--- src/sv/pwt_pkg.sv ---
`default_nettype none
package pwt_pkg;

  localparam int MAX_WIDTH  = 1024;
  localparam int MAX_HEIGHT = 1024;
  localparam int PIX_W      = 8;
  localparam int SIZE_W     = 11;
  localparam int COL_W      = $clog2(MAX_WIDTH);
  localparam int ROW_W      = $clog2(MAX_HEIGHT);
  localparam int SUM3_W     = PIX_W + 2;
  localparam int GRAD_W     = PIX_W + 3;
  localparam int SQ_W       = 2 * (GRAD_W - 1);
  localparam int SUM_W      = SQ_W + 1;
  localparam int LIM_W      = 2 * PIX_W + 1;

  localparam logic [SIZE_W-1:0] MIN_SIZE   = SIZE_W'(3);
  localparam logic [SIZE_W-1:0] MAX_W_SIZE = SIZE_W'(MAX_WIDTH);
  localparam logic [SIZE_W-1:0] MAX_H_SIZE = SIZE_W'(MAX_HEIGHT);

  localparam logic [PIX_W-1:0]  THR_RESET  = PIX_W'(128);
  localparam logic [PIX_W-1:0]  THR_MAX    = PIX_W'(255);

  localparam logic [1:0] REG_THRESHOLD    = 2'd0;
  localparam logic [1:0] REG_FRAME_WIDTH  = 2'd1;
  localparam logic [1:0] REG_FRAME_HEIGHT = 2'd2;

  typedef struct packed {
    logic [PIX_W-1:0] pixel;
    logic             start_of_frame;
  } pwt_in_t;

  typedef struct packed {
    logic edge_res;
    logic last_of_frame;
  } pwt_out_t;

  // control that rides along with each pixel through the pipe
  typedef struct packed {
    logic valid;
    logic produce;
    logic last;
  } pwt_ctl_t;

  // one new window column: row r-2, row r-1, row r
  typedef struct packed {
    logic [PIX_W-1:0] up;
    logic [PIX_W-1:0] mid;
    logic [PIX_W-1:0] px;
  } pwt_col_t;

  function automatic logic [SIZE_W-1:0] clamp_size(input logic [SIZE_W-1:0] v,
                                                   input logic [SIZE_W-1:0] hi);
    logic [SIZE_W-1:0] res;
    begin
      if (v < MIN_SIZE) begin
        res = MIN_SIZE;
      end else if (v > hi) begin
        res = hi;
      end else begin
        res = v;
      end
      return res;
    end
  endfunction

endpackage
`default_nettype wire

--- src/sv/pwt_mag.sv ---
`default_nettype none
module pwt_mag
  import pwt_pkg::*;
(
  input  wire logic                    clk,
  input  wire logic                    rst_n,
  input  wire logic                    en,
  input  wire logic signed [GRAD_W-1:0] gv_i,
  input  wire logic signed [GRAD_W-1:0] gh_i,
  input  wire pwt_ctl_t                ctl_i,
  input  wire logic [PIX_W-1:0]        threshold,
  output logic                         res_valid_o,
  output pwt_out_t                     res_o
);

  logic signed [2*GRAD_W-1:0] sqv_full, sqh_full;
  logic [SQ_W-1:0]  sqv_r, sqh_r;
  logic [LIM_W-1:0] lim_r;
  logic [SUM_W-1:0] mag_sq;
  pwt_ctl_t         s4_ctl_r;

  assign sqv_full = gv_i * gv_i;
  assign sqh_full = gh_i * gh_i;

  always_ff @(posedge clk) begin
    if (en) begin
      sqv_r <= sqv_full[SQ_W-1:0];
      sqh_r <= sqh_full[SQ_W-1:0];
    end
    // magnitude > threshold, tested on the squares
    lim_r <= LIM_W'((PIX_W+1)'(threshold) + (PIX_W+1)'(1))
           * LIM_W'((PIX_W+1)'(threshold) + (PIX_W+1)'(1));
  end

  always_ff @(posedge clk) begin
    if (!rst_n) begin
      s4_ctl_r <= '0;
    end else if (en) begin
      s4_ctl_r <= ctl_i;
    end
  end

  assign mag_sq              = SUM_W'(sqv_r) + SUM_W'(sqh_r);
  assign res_valid_o         = s4_ctl_r.valid && s4_ctl_r.produce;
  assign res_o.edge_res      = (threshold != THR_MAX) && (mag_sq >= SUM_W'(lim_r));
  assign res_o.last_of_frame = s4_ctl_r.last;

endmodule
`default_nettype wire

--- config.mk ---
export PLATFORM = sky130hd
export DESIGN_NAME = pwt_mag
export DESIGN_NICKNAME = d
export VERILOG_FILES = /design/src/sv/pwt_pkg.sv /design/src/sv/pwt_mag.sv
export SDC_FILE = /design/constraint.sdc
export NUM_CORES = 1
export LEC_CHECK = 0
export BUFFER_PORTS_ARGS = -buffer_cell sky130_fd_sc_hd__buf_2
export CORE_MARGIN = 2
export CORE_UTILIZATION = 49
export CTS_BUF_LIST = sky130_fd_sc_hd__clkbuf_4 sky130_fd_sc_hd__clkbuf_8 sky130_fd_sc_hd__clkbuf_16
export DETAILED_ROUTE_END_ITERATION = 8
export HOLD_SLACK_MARGIN = 0.02
export PLACE_DENSITY = 0.71
export SLEW_MARGIN = 20
export SYNTH_ARGS = -nofsm -noshare
export SYNTH_HDL_FRONTEND = slang
export SYNTH_SLANG_ARGS = --single-unit
--- constraint.sdc ---
create_clock -name clk -period 11.4 [get_ports clk]
set_input_delay 1.14 -clock clk [delete_from_list [all_inputs] [get_ports clk]]
set_output_delay 1.14 -clock clk [all_outputs]
set_load 0.01 [all_outputs]
==> impl_metrics.env <==
export IMPL_finalInstanceArea_sq_um=13500
export IMPL_yosys_most_used_dff="sky130_fd_sc_hd__edfxtp_1"
export IMPL_worst_slew_pin_transition_ns=0.963
export IMPL_root_buffer="sky130_fd_sc_hd__clkbuf_16"
export IMPL_cts_hold_fix_buffers=0
export IMPL_timing_critical_path_arrival_ns=6.12
export IMPL_numPortBuffers=38
export IMPL_slew_headroom_pct=35.8
export IMPL_final_weighted_congestion_of_routability_driven_global_placement=0.889
export IMPL_rsz0062_at_grt="no"
export IMPL_final_net_count=1804
export IMPL_report_final_hold_viol_count=0
export IMPL_clock_path_buffers=2
export IMPL_asyncSetResetFlopFracSynth_pct=0
export IMPL_final_layout_size_suffix_gt1_share_pct=5.09
export IMPL_fin_crit_sh_pct=51.3
export IMPL_critPathKind="primary input to flip-flop"
export IMPL_wl_um=23400
export IMPL_power_density_relative_to_cell_area_nw_per_um2=298
export IMPL_floorplan_die_width_um=165
export IMPL_i_o_pins=39
export IMPL_antenna_found_initial=0
export IMPL_placed_area_sq_um=13200
export IMPL_max_cap_violations=0
export IMPL_critical_path_required_ns=11.67
export IMPL_pre_cts_ws_ns=5.21
export IMPL_tns_ns=0
export IMPL_worstSetupEndpointType="flip-flop"
export IMPL_dr_total_vias=8803
export IMPL_worstHoldEndpoint="s4_ctl_r[2]"
export IMPL_cts_tree="built"
export IMPL_ys_types=59
export IMPL_layout_core_utilization_pct=53.4
export IMPL_worst_setup_hold_path_clk_slew_ns=0.05
export IMPL_synthesis_yosys_warnings=0
export IMPL_fin_ws_ns=5.55
export IMPL_hpwl_um=20400
export IMPL_core_area_sq_um=25300
export IMPL_rows=58
export IMPL_drt_antenna_violating_nets=0
export IMPL_reg2reg_slack_ns=10.81
export IMPL_cts_htree_levels=3
export IMPL_drt_iter0_markers=458
export IMPL_count_of_flip_flops_with_a_built_in_enable_after_synthesis=38
export IMPL_post_place_cells=1708
export IMPL_grt_first_pass_wirelength_um=42100
export IMPL_detail_route_vias_per_cell=5.11
export IMPL_synth_yosys_seq_area_share_pct=12.0
export IMPL_worst_path_max_fanout=9
export IMPL_hold_path_startpoint="s4_ctl_r[2]"
export IMPL_mappedNetlistArea_sq_um=12700
export IMPL_cts_repair_resize_count=0
export IMPL_initial_util_pct=50.2
export IMPL_synth_avg_cell_area_sq_um=9.33
export IMPL_setup_skew_ns=0
export IMPL_post_synth_inst_count=1363
export IMPL_achievable_frequency_mhz=171
export IMPL_regToRegEndpoint="res_o[0]"
export IMPL_global_route_overflow_total=0
export IMPL_first_global_vias=9539
export IMPL_regToRegStartpoint="res_o[0]"
export IMPL_timing_final_max_slew_violations=0
export IMPL_outcome="complete, no violations"
export IMPL_post_cts_setup_buffer_count=0
export IMPL_cts_num_sinks=57
export IMPL_hold_path_depth=2
export IMPL_layout_area_overhead_vs_synth_pct=6.28
export IMPL_mostFrequentLayoutCells="sky130_fd_sc_hd__inv_1 (345), sky130_fd_sc_hd__fa_1 (223), sky130_fd_sc_hd__ha_1 (156), sky130_fd_sc_hd__nand2_1 (87), sky130_fd_sc_hd__xnor2_1 (80)"
export IMPL_routedWlPerCell_um=13.6
export IMPL_finish_cell_count_without_fillers=1724
export IMPL_worstHoldPathType="flip-flop to flip-flop"
export IMPL_mostFrequentLayoutCell="sky130_fd_sc_hd__inv_1"
export IMPL_clk_insertion_delay_late_ns=0.33
export IMPL_detail_route_drc_violations=0
export IMPL_number_of_buffers_added_by_the_clock_tree_synthesis_step=9
export IMPL_vdd_ir_drop_max_mv=0.179
export IMPL_grt_usage_pct=19.2
export IMPL_n_antenna_cell=0
export IMPL_p_leak_nw=6.89
export IMPL_setup_violations_final=0
export IMPL_start_kind="primary input"
export IMPL_post_route_min_period_ns=5.85
export IMPL_reg2regPathDepth=2
export IMPL_drt_pass1_iter_count=5
export IMPL_number_of_flip_flops_and_latches_in_the_synthesized_netlist=57
export IMPL_pin_count_of_the_biggest_net_entering_global_routing=42
export IMPL_height_of_the_die_um=165
export IMPL_floorplan_die_area_sq_um=27300
-- power breakdown --
group | internal [mW] | switching (mW) | total [mW]
Combinational | 1.50 | 1.78 | 3.28
Sequential | 0.445 | 0.0379 | 0.483
Clock | 0.166 | 0.0945 | 0.260
-- cell families (layout without fill, tap and decap cells) --
logic type,Yosys count,in the layout,share of synthesized area (%)
compound gates,125,125,6.57
xor+xnor,96,96,6.61
fa+ha+maj,379,379,50.4
buf+inv,372,399,11.0
flops,57,57,12.0
mux,6,6,0.521
other cells,1,5,0.0295
simple gates,327,327,12.8
-- how the worst max path moves through the flow --
stage	from	to	slack [ns]	depth (start not counted)
after floorplan	gh_i[10]	sqh_r[19]	5.57	18
after global placement	threshold[0]	lim_r[15]	5.37	19
after detailed placement	threshold[0]	lim_r[15]	5.21	19
after CTS	threshold[0]	lim_r[15]	5.55	19
after global routing	threshold[0]	lim_r[15]	5.15	19
final	threshold[0]	lim_r[15]	5.55	19
-- through the flow --
stage	total power, mW	hold slack, ns
floorplan	3.14	0.474
global placement	3.67	0.491
detailed placement	3.76	0.506
CTS	4.05	0.515
global route	4.54	0.560
finish	4.02	0.509
-- routing by layer --
metal  routed length, um  GRT usage [%]  part of all wire [%]
met1               10100           24.0                    43
met2               12300           35.2                    53
met3                 577           2.57                   2.5
met4                 467           4.58                   2.0
met5                   0              0                     0
-- flip-flops by register name, indices dropped and copies added, names as in the netlist --
signal	flops
lim_r	16
res_o	1
s4_ctl_r	2
sqh_r	19
sqv_r	19
-- area by class of cell --
cell class	count	area, sq um
clock buffers	9	225
fillers	2278	11800
well taps	330	413
inverters	345	1290
clock inverters	7	61.3
flip-flops and latches	57	1520
multi-input cells	938	9810
repair buffers	38	190
-- synth_stat cells (9+ instances only) --
| master | instances | area [sq um] |
|---|---|---|
| sky130_fd_sc_hd__inv_1 | 345 | 1290 |
| sky130_fd_sc_hd__nand3_1 | 20 | 100 |
| sky130_fd_sc_hd__fa_1 | 223 | 4460 |
| sky130_fd_sc_hd__ha_1 | 156 | 1950 |
| sky130_fd_sc_hd__xnor2_1 | 80 | 701 |
| sky130_fd_sc_hd__nor2b_1 | 24 | 150 |
| sky130_fd_sc_hd__nor2_1 | 64 | 240 |
| sky130_fd_sc_hd__o21ai_0 | 22 | 110 |
| sky130_fd_sc_hd__nor3_1 | 20 | 100 |
| sky130_fd_sc_hd__edfxtp_1 | 38 | 1140 |
| sky130_fd_sc_hd__a31oi_1 | 9 | 56.3 |
| sky130_fd_sc_hd__xor2_1 | 16 | 140 |
| sky130_fd_sc_hd__dfxtp_1 | 19 | 380 |
| sky130_fd_sc_hd__and2_1 | 62 | 388 |
| sky130_fd_sc_hd__clkbuf_1 | 25 | 93.8 |
| sky130_fd_sc_hd__nand2b_1 | 13 | 81.3 |
| sky130_fd_sc_hd__a21oi_1 | 36 | 180 |
| sky130_fd_sc_hd__nand2_1 | 87 | 327 |
-- worst max-delay path, stage by stage --
cell and delay (ns):
sky130_fd_sc_hd__buf_2 0.16, sky130_fd_sc_hd__nand3_1 0.11, sky130_fd_sc_hd__xnor2_1 0.63, sky130_fd_sc_hd__inv_1 0.20
sky130_fd_sc_hd__nor2_1 0.22, sky130_fd_sc_hd__inv_1 0.09, sky130_fd_sc_hd__fa_1 0.53, sky130_fd_sc_hd__inv_1 0.07
sky130_fd_sc_hd__fa_1 0.50, sky130_fd_sc_hd__fa_1 0.54, sky130_fd_sc_hd__inv_1 0.06, sky130_fd_sc_hd__fa_1 0.55
sky130_fd_sc_hd__inv_1 0.05, sky130_fd_sc_hd__ha_1 0.35, sky130_fd_sc_hd__and2_1 0.18, sky130_fd_sc_hd__o21ai_0 0.12
sky130_fd_sc_hd__o21ai_0 0.12, sky130_fd_sc_hd__o41ai_1 0.33, sky130_fd_sc_hd__xnor2_1 0.15
Note: power is estimated with default switching activity, not from simulation.
