File: src/sv/pwt_pkg.sv
`default_nettype none
package pwt_pkg;

  localparam int MAX_WIDTH  = 1024;
  localparam int MAX_HEIGHT = 1024;
  localparam int PIX_W      = 8;
  localparam int SIZE_W     = 11;
  localparam int COL_W      = $clog2(MAX_WIDTH);
  localparam int ROW_W      = $clog2(MAX_HEIGHT);
  localparam int SUM3_W     = PIX_W + 2;
  localparam int GRAD_W     = PIX_W + 3;
  localparam int SQ_W       = 2 * (GRAD_W - 1);
  localparam int SUM_W      = SQ_W + 1;
  localparam int LIM_W      = 2 * PIX_W + 1;

  localparam logic [SIZE_W-1:0] MIN_SIZE   = SIZE_W'(3);
  localparam logic [SIZE_W-1:0] MAX_W_SIZE = SIZE_W'(MAX_WIDTH);
  localparam logic [SIZE_W-1:0] MAX_H_SIZE = SIZE_W'(MAX_HEIGHT);

  localparam logic [PIX_W-1:0]  THR_RESET  = PIX_W'(128);
  localparam logic [PIX_W-1:0]  THR_MAX    = PIX_W'(255);

  localparam logic [1:0] REG_THRESHOLD    = 2'd0;
  localparam logic [1:0] REG_FRAME_WIDTH  = 2'd1;
  localparam logic [1:0] REG_FRAME_HEIGHT = 2'd2;

  typedef struct packed {
    logic [PIX_W-1:0] pixel;
    logic             start_of_frame;
  } pwt_in_t;

  typedef struct packed {
    logic edge_res;
    logic last_of_frame;
  } pwt_out_t;

  // control that rides along with each pixel through the pipe
  typedef struct packed {
    logic valid;
    logic produce;
    logic last;
  } pwt_ctl_t;

  // one new window column: row r-2, row r-1, row r
  typedef struct packed {
    logic [PIX_W-1:0] up;
    logic [PIX_W-1:0] mid;
    logic [PIX_W-1:0] px;
  } pwt_col_t;

  function automatic logic [SIZE_W-1:0] clamp_size(input logic [SIZE_W-1:0] v,
                                                   input logic [SIZE_W-1:0] hi);
    logic [SIZE_W-1:0] res;
    begin
      if (v < MIN_SIZE) begin
        res = MIN_SIZE;
      end else if (v > hi) begin
        res = hi;
      end else begin
        res = v;
      end
      return res;
    end
  endfunction

endpackage
`default_nettype wire

File: src/sv/pwt_window.sv
`default_nettype none
module pwt_window
  import pwt_pkg::*;
(
  input  wire logic                     clk,
  input  wire logic                     rst_n,
  input  wire logic                     en,
  input  wire pwt_col_t                 col_i,
  input  wire pwt_ctl_t                 ctl_i,
  output logic signed [GRAD_W-1:0]      gv_o,
  output logic signed [GRAD_W-1:0]      gh_o,
  output pwt_ctl_t                      ctl_o
);

  logic [PIX_W-1:0]  win_r [9];
  pwt_ctl_t          s2_ctl_r, s3_ctl_r;
  logic [SUM3_W-1:0] top_sum, bot_sum, left_sum, right_sum;
  logic signed [GRAD_W-1:0] gv_r, gh_r;

  // shift left one column, new column enters on the right
  always_ff @(posedge clk) begin
    if (en && ctl_i.valid) begin
      win_r[0] <= win_r[1];
      win_r[1] <= win_r[2];
      win_r[3] <= win_r[4];
      win_r[4] <= win_r[5];
      win_r[6] <= win_r[7];
      win_r[7] <= win_r[8];
      win_r[2] <= col_i.up;
      win_r[5] <= col_i.mid;
      win_r[8] <= col_i.px;
    end
  end

  always_comb begin
    top_sum   = SUM3_W'(win_r[0]) + SUM3_W'(win_r[1]) + SUM3_W'(win_r[2]);
    bot_sum   = SUM3_W'(win_r[6]) + SUM3_W'(win_r[7]) + SUM3_W'(win_r[8]);
    left_sum  = SUM3_W'(win_r[0]) + SUM3_W'(win_r[3]) + SUM3_W'(win_r[6]);
    right_sum = SUM3_W'(win_r[2]) + SUM3_W'(win_r[5]) + SUM3_W'(win_r[8]);
  end

  always_ff @(posedge clk) begin
    if (en) begin
      gv_r <= $signed({1'b0, bot_sum}) - $signed({1'b0, top_sum});
      gh_r <= $signed({1'b0, right_sum}) - $signed({1'b0, left_sum});
    end
  end

  always_ff @(posedge clk) begin
    if (!rst_n) begin
      s2_ctl_r <= '0;
      s3_ctl_r <= '0;
    end else if (en) begin
      s2_ctl_r <= ctl_i;
      s3_ctl_r <= s2_ctl_r;
    end
  end

  assign gv_o  = gv_r;
  assign gh_o  = gh_r;
  assign ctl_o = s3_ctl_r;

endmodule
`default_nettype wire

File: config.mk
export PLATFORM = sky130hd
export DESIGN_NAME = pwt_window
export DESIGN_NICKNAME = d
export VERILOG_FILES = /design/src/sv/pwt_pkg.sv /design/src/sv/pwt_window.sv
export SDC_FILE = /design/constraint.sdc
export NUM_CORES = 1
export LEC_CHECK = 0
export BUFFER_PORTS_ARGS = -buffer_cell sky130_fd_sc_hd__buf_2
export CORE_MARGIN = 1
export CORE_UTILIZATION = 50
export CTS_BUF_LIST = sky130_fd_sc_hd__clkbuf_2 sky130_fd_sc_hd__clkbuf_4 sky130_fd_sc_hd__clkbuf_8
export DETAILED_ROUTE_END_ITERATION = 12
export HOLD_SLACK_MARGIN = 0.06
export PLACE_DENSITY = 0.72
export SYNTH_ARGS = -nofsm -noshare
export SYNTH_HDL_FRONTEND = slang
export SYNTH_SLANG_ARGS = --single-unit
File: constraint.sdc
create_clock -name clk -period 3.61 [get_ports clk]
set_input_delay 0.9025 -clock clk [delete_from_list [all_inputs] [get_ports clk]]
set_output_delay 0.9025 -clock clk [all_outputs]
set_load 0.02 [all_outputs]
==> results of run 1 <==
layer usage:
metal,up-vias,track usage
met4,0,0.05871
met1,1372,0.2094
met5,-,0
met3,12,0.05289
li1,1336,-
met2,39,0.2917
state kept, by name (all words and copies together), names as in the netlist:
| name | flops |
|---|---|
| ctl_o | 3 |
| gh_o | 11 |
| win_r | 72 |
| s2_ctl_r | 3 |
| gv_o | 11 |
cell families (layout without fill, tap and decap cells):
group	after synthesis	count (layout)	share of synthesized area
xor gates and xnor gates	14	14	0.02243
DFF	100	100	0.5382
adders and majority gates	86	86	0.2847
buffers and inverters	132	209	0.09085
AOI/OAI and AO/OA	29	29	0.03799
and+or+nand+nor	17	17	0.01671
muxes	5	5	0.009154
layout make-up:
type / count / area [µm²]
fill: 875 / 4242
clock inverter: 6 / 78.83
sequential: 100 / 2943
tap: 136 / 170.2
timing repair buffer: 62 / 342.8
clock buffer: 10 / 131.4
multi-input combinational: 151 / 2063
inverter: 131 / 491.7
power breakdown:
part           total [W]  internal, W  switching [W]
Combinational    0.00156     0.000671       0.000890
Sequential       0.00158      0.00152      0.0000639
Clock           0.000761     0.000392       0.000369
per-stage QoR:
step | worst slack [ns] | TNS, ns | util
2_1_floorplan | 0.2194 | 0 | -
3_3_place_gp | 0.1185 | 0 | 0.5684
3_5_place_dp | 0.01809 | 0 | 0.5684
4_1_cts | 0.01408 | 0 | 0.5885
5_1_grt | -0.02009 | -0.02009 | 0.5946
6_report | 0.1120 | 0 | 0.5946
layout by cell type, fill, tap and decap left out, types with 3 or more instances in the layout:
cell,Yosys,layout
a21o_1,4,4
a21oi_1,10,8
a21oi_2,2,3
buf_2,1,54
buf_4,0,7
clkbuf_8,0,9
clkinv_2,0,3
dfxtp_1,6,6
edfxtp_1,94,94
fa_1,64,61
fa_2,0,3
ha_1,22,20
inv_1,131,128
inv_2,0,3
mux2i_1,5,5
nand2_1,4,4
nor2b_1,6,6
xnor2_1,12,12
final timing paths:
path,to,slack (ns),cells past startpoint
worst max-delay path,gh_o[9]$_DFFE_PP_,0.11,14
worst min-delay path,win_r[0][30]$_DFFE_PP_,0.43,0
worst max register to register,gh_o[9]$_DFFE_PP_,0.11,14
worst min register to register,win_r[0][30]$_DFFE_PP_,0.43,0
what timing repair did:
action	4_1_cts	5_1_grt
endpoints found under the setup margin	0	8
setup buffers	0	4
resized for setup	0	13
==> results.json, run 1 <==
{
  "netlist_area_um2": 5468,
  "grt_pass1_wl_um": 14250,
  "crit_top_cell": "inv_1",
  "async_flop_share": 0,
  "dr_wl_met3_um": 315,
  "start_util": 0.5226,
  "wl_met2_um": 4285,
  "synth_top_area_cell": "edfxtp_1",
  "dpl_cell_area_um2": 5947,
  "place.gp.congestion": 0.7796,
  "synth_most_common_cell": "inv_1",
  "wirelength_um": 8185,
  "synth_cell_types": 25,
  "crit_family": "adder cells",
  "clkTransAtPathRegs_ns": 0.09,
  "worst_pin_slew_ns": 0.3797,
  "critPathArrivalTime_ns": 3.64,
  "synthTopCellsByCount": "131 x inv_1, 94 x edfxtp_1, 64 x fa_1",
  "route.detailed.wl_per_inst_um": 13.73,
  "drive_gt1_frac": 0.2065,
  "worst-path-buf-inv": 5,
  "die_height_um": 106.6,
  "synth-main-ff-cell": "edfxtp_1",
  "slew_headroom": 0.7468,
  "viasPerCell": 4.629,
  "ys_top_cells_by_area": "edfxtp_1 52%, fa_1 23%, inv_1 9.0%",
  "synthCells": 383,
  "seq_area_frac_synth": 0.5382,
  "cp-end-kind": "flop",
  "grt_remaining_overflow": 0,
  "insertion_delay_ns": 0.38,
  "min_from": "win_r[0][38]$_DFFE_PP_",
  "grt_max_degree": 38,
  "cts_made_buffers": 9,
  "numPortBuffers": 54,
  "grt_use_total": 0.1720,
  "slew_viol_final": 0,
  "hpwlAfterDp_um": 6386,
  "cp_slowest_cell": "fa_1",
  "diodes": 0,
  "synth-seq-cells": 100,
  "crit_chain": "buf_4, fa_1, inv_1, fa_1, fa_1, inv_1, ha_2, inv_1, fa_2, inv_1, a21oi_2, o221ai_1, o211ai_1, xnor2_1",
  "antenna_found_initial": 0,
  "postCtsHoldBufs": 0,
  "hp-class": "reg -> reg",
  "placedCellCount": 576,
  "synth_edf_count": 94,
  "core_um2": 10460,
  "max_cap_violations": 0,
  "leakage_nw": 2.801,
  "routed.top_layer": "met4",
  "drc_errors": 0,
  "finalCritPeriodShare": 0.9690,
  "critPathLaunch": "win_r[0][65]$_DFFE_PP_",
  "pin_count": 55,
  "synth_top_area_share": 0.5162,
  "cts.sinks": 100,
  "drtPass1Iterations": 4,
  "cts-root-buf": "clkbuf_8",
  "status": "completed",
  "die_x_um": 106.6,
  "max_freq_mhz": 285.9,
  "area_growth_pct": 13.78,
  "skew_ns": 0.008298,
  "finalPower_w": 0.003906,
  "final_cells": 596,
  "finalSetupViolations": 0,
  "postLayoutCellArea_um2": 6221,
  "whs_ns": 0.4255,
  "reg2reg_from": "win_r[0][65]$_DFFE_PP_",
  "ys_warn_count": 0,
  "max_stage_delay_ns": 0.49,
  "hold_viol": 0,
  "fp-row-count": 37,
  "num_vias": 2759,
  "clockBufferDepth": 2,
  "first_global_vias": 2999,
  "power_density_nw_per_um2": 627.9,
  "ant_nets": 0,
  "critPathKind": "reg -> reg",
  "tritoncts": "done",
  "wirelength_met1_um": 3454,
  "fin_crit_ns": 3.498,
  "htree_levels": 3,
  "drt-initial-drc-count": 90,
  "syn_nets": 499,
  "crit_path_start_kind": "flop",
  "cp.required_ns": 3.75,
  "die_area_um2": 11360,
  "postSynthAreaPerCell_um2": 14.28,
  "irDropWorstVdd_uv": 358.5,
  "final_nets": 571,
  "critPathMaxFanout": 3
}
Power figures use the tool's default switching activity.
==> inputs of run 2 (changes only) <==
Settings changed: CORE_UTILIZATION 50 to 40, CTS_CLUSTER_SIZE from default to 14, PLACE_DENSITY 0.72 to default.
Clock period 3.61 ns to 2.9 ns, I/O delays scaled along.
==> run 2 against run 1 <==
Effect of this change:
- the run now ends with negative setup slack left
- total power up 40%
- hold slack better by 0.0042 ns
- die area up 25%
- combinational power up 69%
- clock-buffer cell count down 1
- global-route usage down 3.2 points
- utilization down 9.0 points
- routed wire length up 4.9%
- non-clock buffer count up 34
- register-to-register slack worse by 0.62 ns
- critical endpoint is now gv_o[8]$_DFFE_PP_
- largest cell class unchanged
- largest power group is now combinational logic
==> results.json, run 2 (synthesized netlist as in run 1, its figures left out) <==
{
  "place.gp.congestion": 0.7503,
  "route.detailed.wl_per_inst_um": 12.81,
  "num_vias": 2942,
  "slew_headroom": 0.7123,
  "pin_count": 55,
  "diodes": 0,
  "drc_errors": 0,
  "mostFrequentLayoutCell": "inv_1",
  "layout_common_cells": "109 x inv_1, 94 x edfxtp_1, 60 x fa_1",
  "max_cap_violations": 0,
  "finalCritPeriodShare": 1.174,
  "final_core_util": 0.5046,
  "wirelength_um": 8586,
  "cts.sinks": 100,
  "tritoncts": "done",
  "htree_levels": 3,
  "numPortBuffers": 54,
  "slew_viol_final": 0,
  "drive_gt1_frac": 0.3360,
  "grt_pass1_wl_um": 14930,
  "grt_use_total": 0.1397,
  "status": "finished, violations left",
  "worst_pin_slew_ns": 0.4315,
  "cts_made_buffers": 9,
  "start_util": 0.4113,
  "postCtsHoldBufs": 0,
  "die_area_um2": 14140,
  "finalSetupViolations": 18,
  "skew_ns": 0.01237,
  "grt_remaining_overflow": 0,
  "fin_crit_ns": 3.405,
  "crit_path_start_kind": "flop",
  "top_register": "win_r",
  "grt_max_degree": 43,
  "dpl_cell_area_um2": 6324,
  "max_freq_mhz": 293.7,
  "fp-row-count": 42,
  "leakage_nw": 2.982,
  "cp.required_ns": 3.04,
  "antenna_found_initial": 0,
  "preCtsSetupSlack_ns": -0.5594,
  "die_height_um": 118.9,
  "viasPerCell": 4.391,
  "cts-root-buf": "clkbuf_8",
  "cp-end-kind": "flop",
  "final_nets": 605,
  "ant_nets": 0,
  "first_global_vias": 3212,
  "drtPass1Iterations": 4,
  "hold_viol": 0,
  "hp-class": "reg -> reg",
  "die_x_um": 118.9,
  "irDropWorstVdd_uv": 436.4,
  "largest_reg_flops": 72,
  "critPathKind": "reg -> reg",
  "finalPower_w": 0.005485,
  "power_density_nw_per_um2": 817.6,
  "core_um2": 13300,
  "insertion_delay_ns": 0.38,
  "drt-initial-drc-count": 62,
  "postLayoutCellArea_um2": 6709,
  "hpwlAfterDp_um": 6610,
  "clkTransAtPathRegs_ns": 0.11,
  "rsz0062_at_grt": "true",
  "layout_setup_ws_ns": -0.5050,
  "area_growth_pct": 22.70,
  "clockBufferDepth": 2,
  "critPathMaxFanout": 3,
  "critPathArrivalTime_ns": 3.55,
  "violations": "negative setup slack"
}
==> run 2: cell types whose count changed in the layout (fill, tap and decap cells not counted), moves of 5 or more <==
cell     previous run  this run
ha_4                0         6
buf_6               0         6
inv_2               3        22
buf_4               7        34
a21oi_1             8         3
ha_1               20        15
inv_1             128       109
==> run 2: cell type report <==
cell class / count / area [µm²]
clock inverters: 7 / 73.82
flip-flops and latches: 100 / 2943
fillers: 1179 / 6586
inverters: 131 / 491.7
well taps: 176 / 220.2
clock buffers: 9 / 123.9
multi-input cells: 151 / 2223
repair buffers: 96 / 633.1
==> run 2: timing repair <==
item                                   CTS  global route
cloned                                   0             0
pin swaps                               18            11
setup endpoints to repair               18            18
buffers inserted                         7             2
endpoints found under the hold margin    0             0
resized for setup                       24            22
==> run 2: where the power goes <==
part	internal [W]	total (W)	leakage, nW	switching (W)
clock	0.000344	0.000892	0.102	0.000548
combinational	0.00133	0.00263	1.94	0.00131
sequential	0.00189	0.00196	0.940	0.0000708
total	0.00356	0.00549	2.98	0.00193
==> run 2: worst max-delay path, stage by stage, from the launching register on <==
cell      delay (ns)
edfxtp_1        0.45
inv_1           0.09
fa_1            0.44
fa_1            0.52
inv_2           0.04
fa_1            0.56
inv_1           0.06
ha_1            0.27
a21o_1          0.17
a21oi_2         0.17
o21a_4          0.17
o21ai_4         0.06
xor2_1          0.15
==> run 2: routing by layer <==
layer | share of wire | up-vias | global-route usage
li1 | - | 1400 | -
met2 | 0.52 | 50 | 0.2398
met5 | 0 | - | 0
met3 | 0.039 | 11 | 0.04550
met1 | 0.43 | 1481 | 0.1713
met4 | 0.0094 | 0 | 0.03085
==> run 2: final timing paths <==
| path | startpoint | to | slack [ns] | cells after the start |
|---|---|---|---|---|
| max | win_r[0][18]$_DFFE_PP_ | gv_o[8]$_DFFE_PP_ | -0.51 | 12 |
| max reg2reg | win_r[0][18]$_DFFE_PP_ | gv_o[8]$_DFFE_PP_ | -0.51 | 12 |
| min reg2reg | win_r[0][32]$_DFFE_PP_ | win_r[0][24]$_DFFE_PP_ | 0.43 | 0 |
| min | win_r[0][32]$_DFFE_PP_ | win_r[0][24]$_DFFE_PP_ | 0.43 | 0 |
==> run 2: through the flow <==
stage | cells | setup TNS (ns) | hold slack (ns)
2_1_floorplan | 383 | -3.321 | 0.4003
3_3_place_gp | 649 | -5.915 | 0.4005
3_5_place_dp | 649 | -6.514 | 0.4149
4_1_cts | 670 | -6.317 | 0.4330
5_1_grt | 670 | -8.318 | 0.4395
6_report | 670 | -5.875 | 0.4297
